==> src/rtl/svrt_pkg.sv <==
`timescale 1ns / 1ps

package svrt_pkg;

   localparam int unsigned TABLE_DEPTH_DEFAULT = 16;

   localparam int unsigned VALUE_W   = 8;
   localparam int unsigned ID_W      = 8;
   localparam int unsigned CHANNEL_W = 10;
   localparam int unsigned STATUS_W  = 2;
   localparam int unsigned CSR_IDX_W = 2;
   localparam int unsigned CSR_DATA_W = 10;
   localparam int unsigned REQ_DATA_W = 40;
   localparam int unsigned RSP_DATA_W = 32;

   localparam logic [CSR_IDX_W-1:0] CSR_DEFAULT_RISE = 2'd0;
   localparam logic [CSR_IDX_W-1:0] CSR_DEFAULT_FALL = 2'd1;
   localparam logic [CSR_IDX_W-1:0] CSR_SLOT_NUMBER  = 2'd2;

   localparam logic [CHANNEL_W-1:0] SLOT_NUMBER_RESET = 10'd1;

   localparam logic [STATUS_W-1:0] ADD_OK         = 2'd0;
   localparam logic [STATUS_W-1:0] ADD_OVERLAP    = 2'd1;
   localparam logic [STATUS_W-1:0] ADD_TABLE_FULL = 2'd2;
   localparam logic [STATUS_W-1:0] ADD_BAD_BOUNDS = 2'd3;

   localparam logic ACTION_SAMPLE = 1'b0;
   localparam logic ACTION_ADD    = 1'b1;

   typedef struct packed {
      logic               valid;
      logic               add;
      logic [VALUE_W-1:0] val;
      logic [VALUE_W-1:0] lo;
      logic [VALUE_W-1:0] hi;
      logic [ID_W-1:0]    rid;
      logic [ID_W-1:0]    fid;
      logic               changed;
      logic               rising;
      logic               hit;
      logic [ID_W-1:0]    hit_id;
      logic               overlap;
      logic               free_found;
   } token_type;

   typedef struct packed {
      logic               done;
      logic               write;
      logic [VALUE_W-1:0] lo;
      logic [VALUE_W-1:0] hi;
      logic [ID_W-1:0]    rid;
      logic [ID_W-1:0]    fid;
   } commit_type;

   typedef struct packed {
      logic                 pad;
      logic [STATUS_W-1:0]  add_status;
      logic [VALUE_W-1:0]   level;
      logic [CHANNEL_W-1:0] channel;
      logic                 from_default;
      logic [ID_W-1:0]      chosen_id;
      logic                 went_up;
      logic                 changed;
   } result_type;

endpackage

==> src/rtl/svrt_cell.sv <==
`timescale 1ns / 1ps

module svrt_cell (
   input  logic                   clock,
   input  logic                   reset,
   input  svrt_pkg::token_type    token_i,
   input  svrt_pkg::commit_type   commit_i,
   output svrt_pkg::token_type    token_o
);
   import svrt_pkg::*;

   logic [VALUE_W-1:0] lo_ff;
   logic [VALUE_W-1:0] hi_ff;
   logic [ID_W-1:0]    rid_ff;
   logic [ID_W-1:0]    fid_ff;
   logic               used_ff;
   logic               claim_ff;
   logic               claim_in;
   token_type          token_ff;
   token_type          token_in;

   always_comb begin
      token_in = token_i;
      claim_in = claim_ff;
      if (token_i.valid && used_ff) begin
         if (token_i.add) begin
            if (token_i.lo <= hi_ff && lo_ff <= token_i.hi) begin
               token_in.overlap = 1'b1;
            end
         end else if (!token_i.hit && lo_ff <= token_i.val && token_i.val <= hi_ff) begin
            token_in.hit    = 1'b1;
            token_in.hit_id = token_i.rising ? rid_ff : fid_ff;
         end
      end
      if (token_i.valid && token_i.add && !used_ff && !token_i.free_found) begin
         token_in.free_found = 1'b1;
         claim_in            = 1'b1;
      end
      if (commit_i.done) begin
         claim_in = 1'b0;
      end
   end

   always_ff @(posedge clock) begin
      if (reset) begin
         token_ff.valid <= 1'b0;
         used_ff        <= 1'b0;
         claim_ff       <= 1'b0;
      end else begin
         token_ff <= token_in;
         claim_ff <= claim_in;
         if (commit_i.done && commit_i.write && claim_ff) begin
            used_ff <= 1'b1;
         end
      end
   end

   always_ff @(posedge clock) begin
      if (commit_i.done && commit_i.write && claim_ff) begin
         lo_ff  <= commit_i.lo;
         hi_ff  <= commit_i.hi;
         rid_ff <= commit_i.rid;
         fid_ff <= commit_i.fid;
      end
   end

   assign token_o = token_ff;

endmodule

==> src/rtl/slot_value_range_trigger_top.sv <==
`timescale 1ns / 1ps
// channel  dir  ports                      payload
// req      in   req_tvalid/tready/tdata    tuser: action; tdata: sample, range_low,
//                + req_tuser               range_high, rise_id, fall_id
// rsp      out  rsp_tvalid/tready/tdata    changed, went_up, chosen_id, from_default,
//                                          channel, level, add_status
// csr      in   csr_wen/index/wdata        default_rise_id, default_fall_id, slot_number
//
// An item passes from acceptance to its result through the launch register, which loads
// at the accepting edge, then one register per table cell, the hold register and the
// output register. One item is in the row at a time; the next is taken once the
// previous result has reached the output register. The output register holds while
// rsp_tready is low.
// Synchronous reset empties the table and forgets the last sample.

module slot_value_range_trigger_top #(
   parameter int unsigned TABLE_DEPTH = svrt_pkg::TABLE_DEPTH_DEFAULT
) (
   input  logic                            clock,
   input  logic                            reset,
   input  logic                            req_tvalid,
   output logic                            req_tready,
   // sample[7:0], range_low[15:8], range_high[23:16], rise_id[31:24], fall_id[39:32]
   input  logic [svrt_pkg::REQ_DATA_W-1:0] req_tdata,
   // action[0]
   input  logic                            req_tuser,
   output logic                            rsp_tvalid,
   input  logic                            rsp_tready,
   // changed[0], went_up[1], chosen_id[9:2], from_default[10], channel[20:11],
   // level[28:21], add_status[30:29], zero[31]
   output logic [svrt_pkg::RSP_DATA_W-1:0] rsp_tdata,
   input  logic                            csr_wen,
   input  logic [svrt_pkg::CSR_IDX_W-1:0]  csr_index,
   input  logic [svrt_pkg::CSR_DATA_W-1:0] csr_wdata
);
   import svrt_pkg::*;

   logic [ID_W-1:0]      default_rise_ff;
   logic [ID_W-1:0]      default_fall_ff;
   logic [CHANNEL_W-1:0] slot_number_ff;
   logic [VALUE_W-1:0]   last_sample_ff;
   logic                 last_known_ff;
   logic                 busy_ff;
   logic                 hold_valid_ff;
   result_type           hold_ff;
   result_type           result_in;
   logic                 rsp_valid_ff;
   result_type           rsp_data_ff;
   token_type            inject_ff;
   token_type            inject_in;
   token_type            tail;
   commit_type           commit;
   token_type            token_chain [TABLE_DEPTH+1];
   logic                 accept;
   logic                 move;

   assign accept     = req_tvalid && req_tready;
   assign move       = hold_valid_ff && (!rsp_valid_ff || rsp_tready);
   assign req_tready = !busy_ff;
   assign rsp_tvalid = rsp_valid_ff;
   assign rsp_tdata  = rsp_data_ff;

   always_ff @(posedge clock) begin
      if (reset) begin
         default_rise_ff <= '0;
         default_fall_ff <= '0;
         slot_number_ff  <= SLOT_NUMBER_RESET;
      end else if (csr_wen) begin
         unique case (csr_index)
            CSR_DEFAULT_RISE: default_rise_ff <= csr_wdata[ID_W-1:0];
            CSR_DEFAULT_FALL: default_fall_ff <= csr_wdata[ID_W-1:0];
            CSR_SLOT_NUMBER:  slot_number_ff  <= csr_wdata;
            default: ;
         endcase
      end
   end

   always_comb begin
      inject_in            = '0;
      inject_in.valid      = accept;
      inject_in.add        = req_tuser;
      inject_in.val        = req_tdata[7:0];
      inject_in.lo         = req_tdata[15:8];
      inject_in.hi         = req_tdata[23:16];
      inject_in.rid        = req_tdata[31:24];
      inject_in.fid        = req_tdata[39:32];
      inject_in.changed    = !(last_known_ff && req_tdata[7:0] == last_sample_ff);
      inject_in.rising     = !last_known_ff || (req_tdata[7:0] > last_sample_ff);
   end

   always_ff @(posedge clock) begin
      if (reset) begin
         inject_ff.valid <= 1'b0;
      end else begin
         inject_ff <= inject_in;
      end
   end

   assign token_chain[0] = inject_ff;

   for (genvar g = 0; g < TABLE_DEPTH; g++) begin : g_cell
      svrt_cell u_cell (
         .clock    (clock),
         .reset    (reset),
         .token_i  (token_chain[g]),
         .commit_i (commit),
         .token_o  (token_chain[g+1])
      );
   end

   assign tail = token_chain[TABLE_DEPTH];

   always_comb begin
      result_in         = '0;
      result_in.channel = slot_number_ff;
      if (tail.add == ACTION_ADD) begin
         priority if (tail.lo > tail.hi) begin
            result_in.add_status = ADD_BAD_BOUNDS;
         end else if (tail.overlap) begin
            result_in.add_status = ADD_OVERLAP;
         end else if (!tail.free_found) begin
            result_in.add_status = ADD_TABLE_FULL;
         end else begin
            result_in.add_status = ADD_OK;
         end
      end else begin
         result_in.level = tail.val;
         if (tail.changed) begin
            result_in.changed = 1'b1;
            result_in.went_up = tail.rising;
            if (tail.hit && tail.hit_id != '0) begin
               result_in.chosen_id = tail.hit_id;
            end else begin
               result_in.chosen_id    = tail.rising ? default_rise_ff : default_fall_ff;
               result_in.from_default = 1'b1;
            end
         end
      end
   end

   always_comb begin
      commit.done  = tail.valid;
      commit.write = tail.valid && tail.add == ACTION_ADD && result_in.add_status == ADD_OK;
      commit.lo    = tail.lo;
      commit.hi    = tail.hi;
      commit.rid   = tail.rid;
      commit.fid   = tail.fid;
   end

   always_ff @(posedge clock) begin
      if (reset) begin
         last_sample_ff <= '0;
         last_known_ff  <= 1'b0;
         busy_ff        <= 1'b0;
         hold_valid_ff  <= 1'b0;
         rsp_valid_ff   <= 1'b0;
      end else begin
         if (tail.valid && tail.add == ACTION_SAMPLE && tail.changed) begin
            last_sample_ff <= tail.val;
            last_known_ff  <= 1'b1;
         end
         if (accept) begin
            busy_ff <= 1'b1;
         end else if (move) begin
            busy_ff <= 1'b0;
         end
         if (tail.valid) begin
            hold_valid_ff <= 1'b1;
         end else if (move) begin
            hold_valid_ff <= 1'b0;
         end
         if (move) begin
            rsp_valid_ff <= 1'b1;
         end else if (rsp_tready) begin
            rsp_valid_ff <= 1'b0;
         end
      end
   end

   always_ff @(posedge clock) begin
      if (tail.valid) begin
         hold_ff <= result_in;
      end
      if (move) begin
         rsp_data_ff <= hold_ff;
      end
   end

endmodule

==> config.mk <==
export PLATFORM = sky130hd
export DESIGN_NAME = slot_value_range_trigger_top
export DESIGN_NICKNAME = d
export VERILOG_FILES = /design/src/rtl/svrt_pkg.sv /design/src/rtl/svrt_cell.sv /design/src/rtl/slot_value_range_trigger_top.sv
export SDC_FILE = /design/constraint.sdc
export NUM_CORES = 2
export LEC_CHECK = 0
export BUFFER_PORTS_ARGS = -buffer_cell sky130_fd_sc_hd__buf_2
export CORE_MARGIN = 4
export CORE_UTILIZATION = 45
export DETAILED_ROUTE_END_ITERATION = 10
export SLEW_MARGIN = 20
export SYNTH_ARGS = -nofsm -noshare
export SYNTH_HDL_FRONTEND = slang
export SYNTH_SLANG_ARGS = --single-unit
==> constraint.sdc <==
create_clock -name clock -period 63.5 [get_ports clock]
set_clock_uncertainty 0.2 [all_clocks]
set_input_delay 3.175 -clock clock [delete_from_list [all_inputs] [get_ports clock]]
set_output_delay 3.175 -clock clock [all_outputs]
set_load 0.01 [all_outputs]
---- Word-level counts from Yosys, hierarchy flattened ----
Cells that the tools add are included.
word-level totals
  flip-flop bits (word level) ............. 1,568
  latch bits .............................. 0
  RAM bits ................................ 0
  memory bits (read-only) ................. 0
  input bits .............................. 58
  output and inout port bits .............. 34
  word-level logic and storage cells ...... 715
  memories kept ........................... 0
cells by class
  $add $sub $neg .......................... 0
  $mul .................................... 0
  div/mod/pow operators ................... 0
  magnitude comparators ................... 66
  equality and inequality tests ........... 3
  shift operators ......................... 0
  mux-type cells .......................... 106
  bitwise gates (word level) .............. 4
  reductions and logical operators ........ 201
operators by type and width
  operator              count
  $le A8 B8 Y1          64
  $mux W9               31
  $mux W10              15
  $mux W8               18
  $logic_and A1 B1 Y1   135
  $logic_not A1 Y1      50
  $mux W1               38
  $gt A8 B8 Y1          2
  $eq A8 B8 Y1          1
  $mux W2               4
  $reduce_and A2 Y1     4
  $reduce_bool A8 Y1    1
  $reduce_bool A2 Y1    3
  $reduce_or A2 Y1      3
  $logic_not A2 Y1      2
  $not A1 Y1            4
  $reduce_or A3 Y1      1
  $eq A2 B1 Y1 const B  1
  $eq A2 B2 Y1 const B  1
  $logic_or A1 B1 Y1    2

---- Logic depth before layout (Yosys ltp) ----
  word-level depth ........................ 8
  depth in mapped cells ................... 9
  gate-level depth less buffers ........... 8

---- Hierarchy ----
Synthesis repeated with hierarchy kept, for this count alone.
unflattened totals
  cells, all modules ...................... 3,940
  area total of the unflattened synthesis .. 64,271.6 µm²
modules (own cells, without submodules)
  module                        instances  cells each  area each (µm²)  seq. area each (µm²)
  svrt_cell                     16         224         3,684.8          2,642.5
  slot_value_range_trigger_top  1          356         5,315.1          3,933.8

---- Least setup slack after synthesis ----
No wires, ideal clock.
  kind .................................... in2reg
  start ................................... input reset
  end ..................................... register g_cell[0].u_cell.token_ff, in the netlist g_cell[0].u_cell.token_o[0] (enable)
  setup time .............................. 1.626 ns
  arrival ................................. 28.233 ns
  data required time ...................... 61.674 ns
  path slack .............................. 33.441 ns
  stages .................................. 4
  buffers on the path ..................... 3
  cells stage by stage .................... clkbuf_1 -> inv_1 -> clkbuf_1 -> clkbuf_1
RTL lines
  element               line                                text
  start, declared       slot_value_range_trigger_top.sv:20  input logic reset,
  end signal, assigned  svrt_cell.sv:50                     token_ff <= token_in;
  end, declared         svrt_cell.sv:19                     token_type token_ff;
No word-level cell between the ends.

---- Worst setup path in the final report ----
  start ................................... input reset
  end ..................................... register g_cell[3].u_cell.token_ff, in the netlist g_cell[3].u_cell.token_o[40] (enable)
RTL lines
  element               line
  end signal, assigned  svrt_cell.sv:50
  end, declared         svrt_cell.sv:19
No word-level cell between the ends.

==> out/metrics.csv <==
stage;metric;value;unit
finish;Area Overhead vs Synth;12.71;%
synth;Seq cells post-synth;1568;
global_routing;vias in the first global route;32850;
pwr;PwrDens;29.77;nW/µm²
synth;Gate Count Post-Synth;3932;
run_status;run status;finished clean;
cts;cts bufs inserted;162;
detailed_routing;Routed WL;131500;µm
synth;top_reg_cell synth;edfxtp_1;
global_routing;Tot GR Track Use;17.50;%
floorplanning;initial cell density of the core;45.54;%
pwr;Pleak;27.51;nW
sta;Tcrit/Tclk final;9.831;%
place;gpl congestion;0.8480;
detailed_routing;Iter 0 DRT Violations;2291;
critical_path;Reg2Reg Launch Point;g_cell[15].u_cell.token_o[38]$_DFFE_PN_;
pwr;Max VDD drop;0.00002600;V
sta;final hold violations;0;
sta;RSZ-0062 raised after global routing;no;
critical_path;crit path kind;in -> reg;
floorplanning;row count;138;
global_routing;pin count of the biggest net entering global routing;167;
floorplanning;Die X;387.4;µm
detailed_routing;DR DRC count;0;
finish;share of cells above drive strength 1;15.18;%
worst_hold_path;Hold Crit Start;g_cell[3].u_cell.token_o[28]$_DFFE_PN_;
sta;PnR worst setup slack;57.26;ns
place;Port-buffer cells;90;
synth;async set-reset flop share out of synthesis;0;%
cts;Clock Pin Slew Worst Setup and Hold Paths;0.06;ns
cts;H-tree levels;4;
critical_path;CP Max Fanout;109;
global_routing;antenna violations before repair;8;
detailed_routing;antenna-violating nets left;0;
global_routing;first-pass GRT wire length;199500;µm
sta;maximum clock frequency;160.2;MHz
detailed_routing;DR vias/cell;5.184;
synth;Warnings, synthesis;0;
floorplanning;Die ar.;150100;µm²
critical_path;crit start category;primary input;
sta;max_slew headroom;35.13;%
job;max_cap viols;0;
sta;Slew Viols, Final;0;
sta;min cycle time layout;6.243;ns
floorplanning;Die Ht;387.4;µm
synth;Seq/Total Area, Yosys;71.33;%
cts;Clk Tree Root Cell;clkbuf_16;
sta;Sum Neg Setup Slack;0;ns
finish;# nets final;4783;
floorplanning;Core ar.;142300;µm²
synth;number of synthesized flops with an enable pin;1481;
worst_hold_path;hold crit path type;reg -> reg;
cts;Clock Latency Late Sink;0.79;ns
synth;Yosys top cell area share;68.64;%
synth;synth top area cells;edfxtp_1, ha_1, dfxtp_1;
synth;syn nets;4518;
cts;CTS Hold Bufs;0;
cts;post-CTS sizing;0;
sta;# setup viols final;0;
critical_path;Worst Path Required;63.69;ns
global_routing;Remaining Overflow, GRT;0;
critical_path;critical path data arrival time;6.44;ns
cts;Clock Tree Buf Depth;3;
synth;leading cell type by number of instances after synthesis;edfxtp_1;
cts;clk sinks;1568;
critical_path;Crit. End Element;register;
detailed_routing;via count;32240;
cts;CTS tree;done;
place;Post-Place Worst Slack;56.44;ns
critical_path;Setup crit start;reset;
cts;postcts setup bufs;0;
synth;mapped cell area;64790;µm²
sta;Worst-Margin Slew;0.9731;ns
place;DPL Wire Length;89810;µm
synth;largest area contributor in the netlist;edfxtp_1;
synth;Unique masters post-synth;53;
synth;Post-synth top cells;edfxtp_1, ha_1, inv_1;
detailed_routing;Routed WL per cell;21.14;µm
floorplanning;Top Ports;92;
synth;Syn Area/Cell;16.48;µm²
detailed_routing;First-pass DRT Iterations;5;
## report_power, final
part           total (mW)  switching (mW)  internal (mW)
sequential           1.20          0.0249           1.17
combinational      0.0766          0.0480         0.0286
clock               0.902           0.395          0.506
## logic make-up (layout without fill, tap and decap cells)
group,after synthesis,in the layout,share of synthesized area [%]
other,1,2,0.005788
AND/OR/NAND/NOR,585,585,5.021
buffers and inverters,466,863,2.721
AO/OA/AOI/OAI,493,493,5.442
multiplexers,291,291,5.284
flip-flops,1568,1568,71.33
adder cells (fa/ha/maj),528,528,10.20
## cells in the final DEF, fill, tap and decap left out, types with 37 or more instances in the layout
cell       Yosys  final
a21oi_1      195    195
buf_2          2     90
buf_4          1     48
clkbuf_1      16     37
clkbuf_16      0    164
clkinv_1       0     37
dfxtp_1       87     86
edfxtp_1    1481   1481
ha_1         528    528
inv_1        428    427
mux2_2       152    152
mux2_4        56     56
mux2i_1       51     51
nand2_1      116    116
nand2b_1      51     51
nand4_1      139    139
nor2_1       104    104
nor2b_1       83     83
o21a_1        41     41
o21ai_0       94     94
## flip-flops by register name (all words and copies together) (netlist names), 10 cells and up
register,cells
g_cell.u_cell.token_o,880
g_cell.u_cell.fid_ff,128
g_cell.u_cell.hi_ff,128
g_cell.u_cell.lo_ff,128
g_cell.u_cell.rid_ff,128
inject_ff,44
hold_ff,31
rsp_tdata,31
g_cell.u_cell.claim_ff,16
g_cell.u_cell.used_ff,16
slot_number_ff,10
## per-layer routing
layer	vias up	track usage, %	part of all wire [%]
met5	-	0	0
met4	0	5.113	2.4
met3	208	3.569	5.2
met2	638	29.58	49
met1	15950	22.94	43
li1	15450	-	-
## critical path, cell delays in order
cell	delay (ns)
buf_2	0.14
inv_8	0.50
buf_4	0.82
buf_4	0.79
buf_4	0.73
## final timing paths
path	end	slack (ns)	depth (start not counted)
setup / recovery	g_cell[3].u_cell.token_o[40]$_DFFE_PN_	57.26	5
hold / removal	g_cell[4].u_cell.token_o[28]$_DFFE_PN_	0.21	0
setup reg to reg	g_cell[11].u_cell.hi_ff[6]$_DFFE_PP_	59.56	8
hold reg to reg	g_cell[4].u_cell.token_o[28]$_DFFE_PN_	0.21	0
## stage by stage
step | power [mW] | hold WS (ns) | area, µm² | utilization [%] | cells
after global routing | 2.256 | 0.2124 | 73030 | 51.33 | 6219
after CTS | 2.201 | 0.2172 | 73020 | 51.32 | 6218
after global placement | 1.292 | 0.2006 | 67890 | 47.72 | 5922
after detailed placement | 1.295 | 0.2045 | 67890 | 47.72 | 5922
after floorplan | 1.286 | 0.2003 | 64790 | - | 3932
final | 2.174 | 0.2138 | 73030 | 51.33 | 6220
## area by class of cell
| class | instances | area, µm² |
|---|---|---|
| Antenna cell | 1 | 2.502 |
| Tap cell | 1890 | 2365 |
| Sequential cell | 1568 | 46220 |
| Multi-Input combinational cell | 1898 | 16870 |
| Clock inverter | 90 | 814.5 |
| Timing Repair Buffer | 139 | 830.8 |
| Inverter | 428 | 1614 |
| Fill cell | 11660 | 69250 |
| Clock buffer | 206 | 4312 |
Power figures use the tool's default switching activity.
